$ cat config.mk
export PLATFORM = sky130hd
export DESIGN_NAME = replay_record_stream_parser_flat
export DESIGN_NICKNAME = d
export VERILOG_FILES = /design/src/rtl/core/rrsp_pkg.sv /design/src/rtl/core/rrsp_if.sv /design/src/rtl/core/rrsp_front.sv /design/src/rtl/core/rrsp_queue.sv /design/src/rtl/core/replay_record_stream_parser.sv /design/src/flat_wrapper.sv
export SDC_FILE = /design/constraint.sdc
export NUM_CORES = 2
export LEC_CHECK = 0
export BUFFER_PORTS_ARGS = -buffer_cell sky130_fd_sc_hd__buf_2
export CORE_ASPECT_RATIO = 2
export CORE_UTILIZATION = 40
export DETAILED_ROUTE_END_ITERATION = 7
export SYNTH_ARGS = -nofsm -noshare
export SYNTH_HDL_FRONTEND = slang
export SYNTH_SLANG_ARGS = --single-unit
$ cat constraint.sdc
create_clock -name clk -period 13.9 [get_ports clk]
set_clock_uncertainty 0.15 [all_clocks]
set_input_delay 2.085 -clock clk [delete_from_list [all_inputs] [get_ports clk]]
set_output_delay 2.085 -clock clk [all_outputs]
set_load 0.01 [all_outputs]
$ cat src/rtl/core/rrsp_pkg.sv
// Package for the replay record stream parser: phase codes, result kinds,
// result record type and sizing constants. Depends on nothing.
`timescale 1ns / 1ps
`default_nettype none
package rrsp_pkg;

  localparam int VarintMaxBytesDef = 10;
  localparam logic [23:0] MagicWord = 24'h474452;

  typedef enum logic [4:0] {
    PH_MAGIC, PH_VERSION, PH_TAG_LEN, PH_TAG_SKIP, PH_AUTHOR_LEN, PH_AUTHOR_SKIP,
    PH_DESC_LEN, PH_DESC_SKIP, PH_DURATION, PH_GAMEVER, PH_RATE, PH_SEED,
    PH_COINS, PH_LDM, PH_PLAT, PH_BOT_LEN, PH_BOT_SKIP, PH_BOTVER, PH_LEVEL,
    PH_LNAME_LEN, PH_LNAME_SKIP, PH_EXT_LEN, PH_EXT_SKIP, PH_DEATH_COUNT,
    PH_DEATH, PH_TOTAL, PH_P1, PH_PACKED, PH_IEXT_LEN, PH_IEXT_SKIP
  } phase_t;

  localparam logic [2:0] KIND_HEADER = 3'd0;
  localparam logic [2:0] KIND_DEATH  = 3'd1;
  localparam logic [2:0] KIND_INPUT  = 3'd2;
  localparam logic [2:0] KIND_END    = 3'd3;
  localparam logic [2:0] KIND_ERROR  = 3'd4;

  localparam logic [3:0] HF_VERSION  = 4'd0;
  localparam logic [3:0] HF_DURATION = 4'd1;
  localparam logic [3:0] HF_GAMEVER  = 4'd2;
  localparam logic [3:0] HF_RATE     = 4'd3;
  localparam logic [3:0] HF_SEED     = 4'd4;
  localparam logic [3:0] HF_COINS    = 4'd5;
  localparam logic [3:0] HF_LDM      = 4'd6;
  localparam logic [3:0] HF_PLAT     = 4'd7;
  localparam logic [3:0] HF_BOTVER   = 4'd8;
  localparam logic [3:0] HF_LEVEL    = 4'd9;

  localparam logic ERR_MAGIC = 1'b0;
  localparam logic ERR_EOF   = 1'b1;

  typedef struct packed {
    logic [2:0]  kind;
    logic [3:0]  header_field;
    logic [63:0] value;
    logic [1:0]  button;
    logic        pressed;
    logic        second_player;
    logic        error_code;
    logic        final_res;
  } result_t;

endpackage
`default_nettype wire

$ cat src/rtl/core/rrsp_if.sv
// Valid/ready channel interfaces for the byte input and the result output.
// Depends on rrsp_pkg.
`timescale 1ns / 1ps
`default_nettype none
interface rrsp_byte_if;
  logic       valid;
  logic       ready;
  logic [7:0] byte_req;
  logic       last_byte;
  modport source (output valid, output byte_req, output last_byte, input ready);
  modport sink (input valid, input byte_req, input last_byte, output ready);
endinterface

interface rrsp_res_if;
  logic                 valid;
  logic                 ready;
  rrsp_pkg::result_t    res;
  modport source (output valid, output res, input ready);
  modport sink (input valid, input res, output ready);
endinterface
`default_nettype wire

$ cat src/rtl/core/rrsp_front.sv
// Front end: accepts bytes, runs the phase machine and varint accumulation,
// and pushes classified results. Depends on rrsp_pkg.
`timescale 1ns / 1ps
`default_nettype none
module rrsp_front #(
  parameter int VARINT_MAX_BYTES = rrsp_pkg::VarintMaxBytesDef
) (
  input  wire logic              clk,
  input  wire logic              rst_n,
  input  wire logic              in_valid,
  output logic                   in_ready,
  input  wire logic [7:0]        in_byte_req,
  input  wire logic              in_last_byte,
  output logic                   push,
  output rrsp_pkg::result_t      push_res,
  input  wire logic              q_full
);
  import rrsp_pkg::*;

  phase_t      phase_r, phase_nxt;
  logic [63:0] vv_r, vv_nxt;
  logic [3:0]  vcnt_r, vcnt_nxt;
  logic [63:0] skip_r, skip_nxt;
  logic [63:0] dleft_r, dleft_nxt;
  logic [63:0] dtot_r, dtot_nxt;
  logic [63:0] fbase_r, fbase_nxt;
  logic [63:0] p1_r, p1_nxt;
  logic        plat_r, plat_nxt;
  logic        hext_r, hext_nxt;
  logic        failed_r, failed_nxt;

  logic        acc;
  logic [63:0] vsum, fsum, delta, frame;
  logic        vdone, fdone;
  logic [6:0]  sh;
  logic [3:0]  fneed;
  logic        emit, is_err, clean;
  result_t     r;

  assign in_ready = !q_full;
  assign acc = in_valid && in_ready;

  always_comb begin
    sh = 7'(7 * vcnt_r);
    vsum = vv_r;
    if (sh < 7'd64) vsum = vv_r + ({56'd0, 1'b0, in_byte_req[6:0]} << sh);
    vdone = !in_byte_req[7] || (32'(vcnt_r) + 1 >= VARINT_MAX_BYTES);
    fsum = {vv_r[55:0], in_byte_req};
    case (phase_r)
      PH_MAGIC:    fneed = 4'd3;
      PH_DURATION: fneed = 4'd4;
      default:     fneed = 4'd8;
    endcase
    fdone = (vcnt_r + 4'd1) >= fneed;
    delta = plat_r ? {3'd0, vsum[63:3]} : {1'b0, vsum[63:1]};
    frame = delta + fbase_r;
  end

  always_comb begin
    phase_nxt = phase_r; vv_nxt = vv_r; vcnt_nxt = vcnt_r; skip_nxt = skip_r;
    dleft_nxt = dleft_r; dtot_nxt = dtot_r; fbase_nxt = fbase_r; p1_nxt = p1_r;
    plat_nxt = plat_r; hext_nxt = hext_r; failed_nxt = failed_r;
    r = '0; emit = 1'b0; is_err = 1'b0; clean = 1'b0;
    if (acc && failed_r) begin
      if (in_last_byte) begin
        phase_nxt = PH_MAGIC; vv_nxt = '0; vcnt_nxt = '0; skip_nxt = '0; dleft_nxt = '0;
        dtot_nxt = '0; fbase_nxt = '0; p1_nxt = '0; plat_nxt = 1'b0; hext_nxt = 1'b0;
        failed_nxt = 1'b0;
      end
    end else if (acc) begin
      case (phase_r)
        PH_MAGIC, PH_DURATION, PH_RATE: begin
          vv_nxt = fsum; vcnt_nxt = vcnt_r + 4'd1;
          if (fdone) begin
            vv_nxt = '0; vcnt_nxt = '0;
            if (phase_r == PH_MAGIC) begin
              if (fsum[23:0] != MagicWord) begin
                r.kind = KIND_ERROR; r.error_code = ERR_MAGIC; r.final_res = 1'b1;
                emit = 1'b1; is_err = 1'b1; failed_nxt = 1'b1;
              end else begin
                phase_nxt = PH_VERSION;
              end
            end else begin
              r.kind = KIND_HEADER; r.value = fsum; emit = 1'b1;
              r.header_field = (phase_r == PH_DURATION) ? HF_DURATION : HF_RATE;
              phase_nxt = (phase_r == PH_DURATION) ? PH_GAMEVER : PH_SEED;
            end
          end
        end
        PH_TAG_SKIP, PH_AUTHOR_SKIP, PH_DESC_SKIP, PH_BOT_SKIP, PH_LNAME_SKIP,
        PH_EXT_SKIP, PH_IEXT_SKIP: begin
          skip_nxt = skip_r - 64'd1;
          if (skip_nxt == '0)
            phase_nxt = (phase_r == PH_IEXT_SKIP) ? PH_PACKED : phase_t'(phase_r + 5'd1);
        end
        PH_VERSION, PH_TAG_LEN, PH_AUTHOR_LEN, PH_DESC_LEN, PH_GAMEVER, PH_SEED,
        PH_COINS, PH_LDM, PH_PLAT, PH_BOT_LEN, PH_BOTVER, PH_LEVEL, PH_LNAME_LEN,
        PH_EXT_LEN, PH_DEATH_COUNT, PH_DEATH, PH_TOTAL, PH_P1, PH_PACKED,
        PH_IEXT_LEN: begin
          vv_nxt = vsum; vcnt_nxt = vcnt_r + 4'd1;
          if (vdone) begin
            vv_nxt = '0; vcnt_nxt = '0;
            case (phase_r)
              PH_VERSION: begin
                r.header_field = HF_VERSION; r.value = vsum; emit = 1'b1;
                phase_nxt = PH_TAG_LEN;
              end
              PH_GAMEVER: begin
                r.header_field = HF_GAMEVER; r.value = vsum; emit = 1'b1; phase_nxt = PH_RATE;
              end
              PH_SEED: begin
                r.header_field = HF_SEED; r.value = vsum; emit = 1'b1; phase_nxt = PH_COINS;
              end
              PH_COINS: begin
                r.header_field = HF_COINS; r.value = vsum; emit = 1'b1; phase_nxt = PH_LDM;
              end
              PH_LDM: begin
                r.header_field = HF_LDM; r.value = {63'd0, vsum != '0}; emit = 1'b1;
                phase_nxt = PH_PLAT;
              end
              PH_PLAT: begin
                plat_nxt = vsum != '0;
                r.header_field = HF_PLAT; r.value = {63'd0, plat_nxt}; emit = 1'b1;
                phase_nxt = PH_BOT_LEN;
              end
              PH_BOTVER: begin
                r.header_field = HF_BOTVER; r.value = vsum; emit = 1'b1; phase_nxt = PH_LEVEL;
              end
              PH_LEVEL: begin
                r.header_field = HF_LEVEL; r.value = vsum; emit = 1'b1;
                phase_nxt = PH_LNAME_LEN;
              end
              PH_DEATH_COUNT: begin
                dleft_nxt = vsum;
                phase_nxt = (vsum != '0) ? PH_DEATH : PH_TOTAL;
              end
              PH_DEATH: begin
                dtot_nxt = dtot_r + vsum;
                r.kind = KIND_DEATH; r.value = {32'd0, dtot_nxt[31:0]}; emit = 1'b1;
                dleft_nxt = dleft_r - 64'd1;
                if (dleft_nxt == '0) phase_nxt = PH_TOTAL;
              end
              PH_TOTAL: phase_nxt = PH_P1;
              PH_P1: begin
                p1_nxt = vsum; phase_nxt = PH_PACKED;
              end
              PH_PACKED: begin
                r.kind = KIND_INPUT; r.value = {32'd0, frame[31:0]};
                r.button = plat_r ? vsum[2:1] : 2'd1;
                r.pressed = vsum[0]; r.second_player = (p1_r == '0); emit = 1'b1;
                fbase_nxt = frame;
                if (p1_r != '0) begin
                  p1_nxt = p1_r - 64'd1;
                  if (p1_nxt == '0) fbase_nxt = '0;
                end
                phase_nxt = hext_r ? PH_IEXT_LEN : PH_PACKED;
              end
              PH_IEXT_LEN: begin
                skip_nxt = vsum;
                phase_nxt = (vsum == '0) ? PH_PACKED : PH_IEXT_SKIP;
              end
              default: begin
                if (phase_r == PH_TAG_LEN) hext_nxt = vsum != '0;
                if (vsum == '0) begin
                  phase_nxt = phase_t'(phase_r + 5'd2);
                end else begin
                  skip_nxt = vsum; phase_nxt = phase_t'(phase_r + 5'd1);
                end
              end
            endcase
          end
        end
        default: ;
      endcase
      if (in_last_byte) begin
        if (!is_err) begin
          clean = (phase_nxt == PH_PACKED) && (vcnt_nxt == '0);
          if (clean) begin
            if (!emit) begin
              r = '0; r.kind = KIND_END; emit = 1'b1;
            end
            r.final_res = 1'b1;
          end else begin
            r = '0; r.kind = KIND_ERROR; r.error_code = ERR_EOF; r.final_res = 1'b1;
            emit = 1'b1;
          end
        end
        phase_nxt = PH_MAGIC; vv_nxt = '0; vcnt_nxt = '0; skip_nxt = '0; dleft_nxt = '0;
        dtot_nxt = '0; fbase_nxt = '0; p1_nxt = '0; plat_nxt = 1'b0; hext_nxt = 1'b0;
        failed_nxt = 1'b0;
      end
    end
  end

  assign push = emit;
  assign push_res = r;

  always_ff @(posedge clk) begin
    if (!rst_n) begin
      phase_r <= PH_MAGIC; vv_r <= '0; vcnt_r <= '0; skip_r <= '0; dleft_r <= '0;
      dtot_r <= '0; fbase_r <= '0; p1_r <= '0; plat_r <= 1'b0; hext_r <= 1'b0;
      failed_r <= 1'b0;
    end else begin
      phase_r <= phase_nxt; vv_r <= vv_nxt; vcnt_r <= vcnt_nxt; skip_r <= skip_nxt;
      dleft_r <= dleft_nxt; dtot_r <= dtot_nxt; fbase_r <= fbase_nxt; p1_r <= p1_nxt;
      plat_r <= plat_nxt; hext_r <= hext_nxt; failed_r <= failed_nxt;
    end
  end

  ap_push_needs_byte: assert property (@(posedge clk) disable iff (!rst_n)
    push |-> acc) else $error("result pushed without an accepted beat");
  ap_failed_quiet: assert property (@(posedge clk) disable iff (!rst_n)
    failed_r |-> !push) else $error("result after bad magic");
  ap_last_final: assert property (@(posedge clk) disable iff (!rst_n)
    (acc && in_last_byte && !failed_r) |-> (push && push_res.final_res))
    else $error("last beat gave no final result");
endmodule
`default_nettype wire

$ cat src/rtl/core/rrsp_queue.sv
// Two-entry result queue between the parser front and the output side.
// Depends on rrsp_pkg.
`timescale 1ns / 1ps
`default_nettype none
module rrsp_queue (
  input  wire logic          clk,
  input  wire logic          rst_n,
  input  wire logic          push,
  input  wire rrsp_pkg::result_t push_res,
  output logic               full,
  output logic               out_valid,
  input  wire logic          out_ready,
  output rrsp_pkg::result_t  out_res
);
  import rrsp_pkg::*;

  result_t    mem_r [2];
  logic       wp_r, rp_r;
  logic [1:0] cnt_r, cnt_nxt;
  logic       pop;

  assign full = cnt_r == 2'd2;
  assign out_valid = cnt_r != 2'd0;
  assign out_res = mem_r[rp_r];
  assign pop = out_valid && out_ready;
  assign cnt_nxt = cnt_r + {1'b0, push} - {1'b0, pop};

  always_ff @(posedge clk) begin
    if (push) mem_r[wp_r] <= push_res;
  end

  always_ff @(posedge clk) begin
    if (!rst_n) begin
      wp_r <= 1'b0; rp_r <= 1'b0; cnt_r <= '0;
    end else begin
      if (push) wp_r <= !wp_r;
      if (pop) rp_r <= !rp_r;
      cnt_r <= cnt_nxt;
    end
  end

  ap_no_overflow: assert property (@(posedge clk) disable iff (!rst_n)
    full |-> !push) else $error("queue overflow");
  ap_count: assert property (@(posedge clk) disable iff (!rst_n)
    (cnt_r == 2'd0) |-> (wp_r == rp_r)) else $error("queue pointers disagree");
  ap_hold: assert property (@(posedge clk) disable iff (!rst_n)
    (out_valid && !out_ready) |=> out_valid) else $error("queued result lost");
endmodule
`default_nettype wire

$ cat src/rtl/core/replay_record_stream_parser.sv
// Replay record stream parser. One input beat carries a file byte and a
// last flag; one output beat carries a classified result record.
// The byte channel feeds a front end holding the parse phase and varint
// accumulator; each accepted beat is fully decoded in that same cycle.
// Results go into a two-entry queue that drives the result channel.
// Throughput is one byte per cycle while the queue has a free slot.
// A result enters the queue when its byte is accepted, behind any waiting results.
// Bytes that only advance the parse give no beat.
// If the receiver stalls, the queue fills and input ready drops once two
// results wait; bytes are taken again as soon as a slot frees.
// The byte flagged last always produces a final result (end, last input
// frame, or error), except after a bad magic, which already sent its final
// error and swallows the rest of the file.
// Synchronous reset returns the parser to the magic phase and empties the
// queue. Depends on rrsp_pkg, rrsp_if, rrsp_front and rrsp_queue.
`timescale 1ns / 1ps
`default_nettype none
module replay_record_stream_parser #(
  parameter int VARINT_MAX_BYTES = rrsp_pkg::VarintMaxBytesDef
) (
  input wire logic clk,
  input wire logic rst_n,
  rrsp_byte_if.sink  in_ch,
  rrsp_res_if.source out_ch
);
  import rrsp_pkg::*;

  logic    push, full;
  result_t push_res;

  rrsp_front #(.VARINT_MAX_BYTES(VARINT_MAX_BYTES)) u_front (
    .clk, .rst_n,
    .in_valid(in_ch.valid), .in_ready(in_ch.ready),
    .in_byte_req(in_ch.byte_req), .in_last_byte(in_ch.last_byte),
    .push, .push_res, .q_full(full)
  );

  rrsp_queue u_queue (
    .clk, .rst_n, .push, .push_res, .full,
    .out_valid(out_ch.valid), .out_ready(out_ch.ready), .out_res(out_ch.res)
  );
endmodule
`default_nettype wire
$ cat src/flat_wrapper.sv
// flat-port wrapper written by rule: the top's interface ports become plain ports
module replay_record_stream_parser_flat import rrsp_pkg::*;
#(
  parameter int VARINT_MAX_BYTES = rrsp_pkg::VarintMaxBytesDef
)
  (clk, rst_n, in_ch_valid, in_ch_byte_req, in_ch_last_byte, in_ch_ready, out_ch_valid, out_ch_res, out_ch_ready);
  rrsp_byte_if in_ch_i ();
  rrsp_res_if out_ch_i ();
  input wire logic clk;
  input wire logic rst_n;
  input wire logic [$bits(in_ch_i.valid)-1:0] in_ch_valid;
  input wire logic [$bits(in_ch_i.byte_req)-1:0] in_ch_byte_req;
  input wire logic [$bits(in_ch_i.last_byte)-1:0] in_ch_last_byte;
  output wire logic [$bits(in_ch_i.ready)-1:0] in_ch_ready;
  output wire logic [$bits(out_ch_i.valid)-1:0] out_ch_valid;
  output wire logic [$bits(out_ch_i.res)-1:0] out_ch_res;
  input wire logic [$bits(out_ch_i.ready)-1:0] out_ch_ready;
  assign in_ch_i.valid = in_ch_valid;
  assign in_ch_i.byte_req = in_ch_byte_req;
  assign in_ch_i.last_byte = in_ch_last_byte;
  assign in_ch_ready = in_ch_i.ready;
  assign out_ch_valid = out_ch_i.valid;
  assign out_ch_res = out_ch_i.res;
  assign out_ch_i.ready = out_ch_ready;
  replay_record_stream_parser #(.VARINT_MAX_BYTES(VARINT_MAX_BYTES)) u_core (.clk(clk), .rst_n(rst_n), .in_ch(in_ch_i), .out_ch(out_ch_i));
endmodule
==> results by group <==
Status
  • Status: finished with violations
  • Violated checks: design-rule violations, max-capacitance violations

Critical path
  • WS Path Type: in -> reg
  • Arr. time, crit path: 10020 ps
  • Flop2flop setup slack: between 4000 and 5000 ps
  • Setup crit end kind: register
  • Startpoint types: input pin
  • CP required: approximately 14000 ps
  • Crit-path slowest cell: nor3b_1
  • Max FO, Critical Path: 59
  • Cells along the critical path: buf_2, nand3_1, nor3_1, ha_1, and3_1, a221oi_1, o21a_1, a211oi_2, nor3_2, a21oi_1, nand3_1, nor3b_1, nand2b_1, or4_1, nor3_2, buf_4, mux2i_1, a32oi_1, a31oi_4, buf_4, nor3_1
  • Max incr delay on CP: between 1000 and 1500 ps

Global route
  • Largest net degree at the start of global routing: 204
  • Total track usage: between 30% and 40%
  • First-pass GRT wire length: around 260000 um
  • Vias in the first global route: 38490
  • Grt total ovfl: 0
  • Antenna violations before repair: 4

Finish
  • Sequential standard cell area: 11380 um^2
  • Share of cells above drive strength 1: about 10%
  • Area of the multi-input gates: 25140 um^2
  • Fillcell total: 9493
  • Area Growth Syn to Fin: 8.640%
  • Final nets: 4947
  • Fin cells: a little over 6000

CTS
  • CTS clk-pin slew, worst paths: 60 ps
  • Hold buffers post-CTS: 0
  • Root Buffer: clkbuf_16
  • CTS tree: yes
  • Clk Latency, worst-skew pair: 680 ps
  • Clock Path Buffers: 3
  • Post-CTS Repair Setup Buffers: 0
  • TritonCTS Buffers: 50
  • Post-CTS sizing: 0
  • H-tree depth: 2
  • # clock sinks: 491

Synthesis
  • Mapped Cells: 4907
  • Most common cell in the netlist: nand2_1
  • Synth cell count leaders: nand2_1 (477), nor2_1 (411), o21ai_0 (359)
  • Post-synth EDFFs: between 150 and 200
  • Cell Area, Synth: 38100 um^2
  • Distinct cells, synth: 105
  • Dominant cells by area after synthesis: dfxtp_1 (18%), edfxtp_1 (12%), ha_1 (4.9%), o21ai_0 (4.7%), nand2_1 (4.7%)
  • Most common flop cell mapped by yosys: dfxtp_1
  • Synth area leader: dfxtp_1
  • Yosys warnings: 0
  • Flops & latches, synth: 491
  • Syn avg cell area: 7.765 um^2
  • Post-synthesis async set-or-reset flop share: 0%
  • Sequential element share of the synthesized area: a little under 30%
  • Syn_nets: 5076
  • Top-area cell type share of the netlist area: 17.71%

Power and ir drop
  • Leak Pwr: 15.31 nW
  • PwrDens: between 100 and 150 nW/um^2
  • Worst VDD drop: 97.72 uV

Timing
  • Period utilization: 70.54%
  • Final Hold Viols: 0
  • Final worst slack: 4096 ps
  • Setup TNS: 0 ps
  • Setup Viol. Count Final: 0
  • Slew Limit Headroom: 1.478%
  • Worst Tran Pin Value: 1462 ps
  • Pins Over Slew Limit: 0
  • Minimum clock period: between 9000 and 10000 ps
  • RSZ-0062 raised after global routing: false
  • Hold WS: 340.4 ps
  • Fmax: 102.0 MHz

Routing
  • Vias: ~40000
  • DR iter-0 viols: 4157
  • Number of remaining DRC errors: 27
  • Final WL: approximately 180000 um
  • Drt via density: about 6.7
  • DRT Pass-1 Iters: 8
  • Post-DR wirelength/cell: 29.35 um
  • Antenna viol nets, final: 0

Placed design
  • Sum of net half-perimeters after detailed placement: between 100000 and 150000 um
  • Dpl cells: between 5000 and 6000
  • GPL Wtd Cong: roughly 1.1
  • Port bufs: 91
  • DP Worst Slack: 3709 ps

Worst hold path
  • Class of the worst hold path: reg -> reg

Run
  • Max Cap Viol: 1

Die
  • CORE AREA: 94100 um^2
  • Die Span Y: approximately 440 um
  • Die area: 96570 um^2
  • Row Count: 159
  • Io pins: 92
  • Starting density of the core: 40.49%
  • Chip width: ~220 um
==> power breakdown <==
part	switching (mW)	internal [mW]
Clock	0.674	0.838
Sequential	0.116	1.62
Combinational	1.94	0.882
==> flip-flops by register name, summed over array words and instances (netlist names), 2 cells and up, named ones only <==
| signal | cells |
|---|---|
| u_core.u_front.phase_r | 5 |
| u_core.u_front.dleft_r | 64 |
| u_core.u_queue.cnt_r | 2 |
| u_core.u_front.fbase_r | 32 |
| u_core.u_front.vcnt_r | 4 |
| u_core.u_front.dtot_r | 32 |
| u_core.u_queue.mem_r | 154 |
| u_core.u_front.vv_r | 64 |
| u_core.u_front.skip_r | 64 |
| u_core.u_front.p1_r | 64 |
==> cell families after synthesis <==
| logic type | Yosys count | share of synthesized area, % |
|---|---|---|
| xor gates and xnor gates | 177 | 4.069 |
| and+or+nand+nor | 1968 | 26.24 |
| AOI/OAI and AO/OA | 1529 | 26.43 |
| buffers and inverters | 466 | 4.729 |
| muxes | 120 | 3.451 |
| adders and majority gates | 156 | 5.241 |
| DFF | 491 | 29.84 |
==> path summary, 6_finish.rpt <==
path,end,start,depth (start not counted)
worst max-delay path,u_core.u_queue.mem_r[1][7],in_ch_byte_req[0],21
worst min-delay path,u_core.u_front.skip_r[63],u_core.u_front.skip_r[63],2
worst max register to register,u_core.u_queue.mem_r[0][30],u_core.u_front.vcnt_r[2],26
worst min register to register,u_core.u_front.skip_r[63],u_core.u_front.skip_r[63],2
==> final cells by class <==
cell class                 instances  share of cell area, %
inverter                          94                 0.8524
clock inverter                    26                 0.6378
tap                             1207                  3.648
multi-input combinational       3950                  60.74
timing repair buffer             191                  2.968
clock buffer                      68                  3.636
antenna                            5                0.03023
sequential                       491                  27.48
==> layout by cell type, fill, tap and decap left out, types with 108 or more instances in the layout <==
master,n
nand2_1,476
nor2_1,401
o21ai_0,357
a21oi_1,339
dfxtp_1,335
nor3_1,230
nor2b_1,200
a22oi_1,197
edfxtp_1,154
ha_1,150
and2_1,113
xnor2_1,108
==> metrics by stage <==
step / util, % / power [mW] / area (um^2)
after floorplan: - / 3.570 / 38100
after global placement: 42.05 / 4.492 / 39570
after detailed placement: 42.07 / 4.501 / 39580
after CTS: 43.95 / 6.007 / 41350
after global routing: 43.98 / 6.321 / 41380
final: 43.99 / 6.068 / 41390
==> metal layers <==
metal | track usage [%] | vias to the layer above | wire [um] | part of all wire [%]
met4 | 33.63 | 0 | 20100 | 11
met3 | 6.487 | 859 | 12180 | 6.9
met5 | 0 | - | 0 | 0
met1 | 36.58 | 19300 | 58470 | 33
li1 | - | 17950 | - | -
met2 | 61.93 | 2152 | 86290 | 49
==> worst max-delay path: cells and delay by family <==
kind,cells,cell delay [ps]
and+or+nand+nor,10,3950
AOI/OAI and AO/OA,6,1780
buffers and inverters,3,1270
adders and majority gates,1,480
muxes,1,260
(Power assumes the default switching activity.)
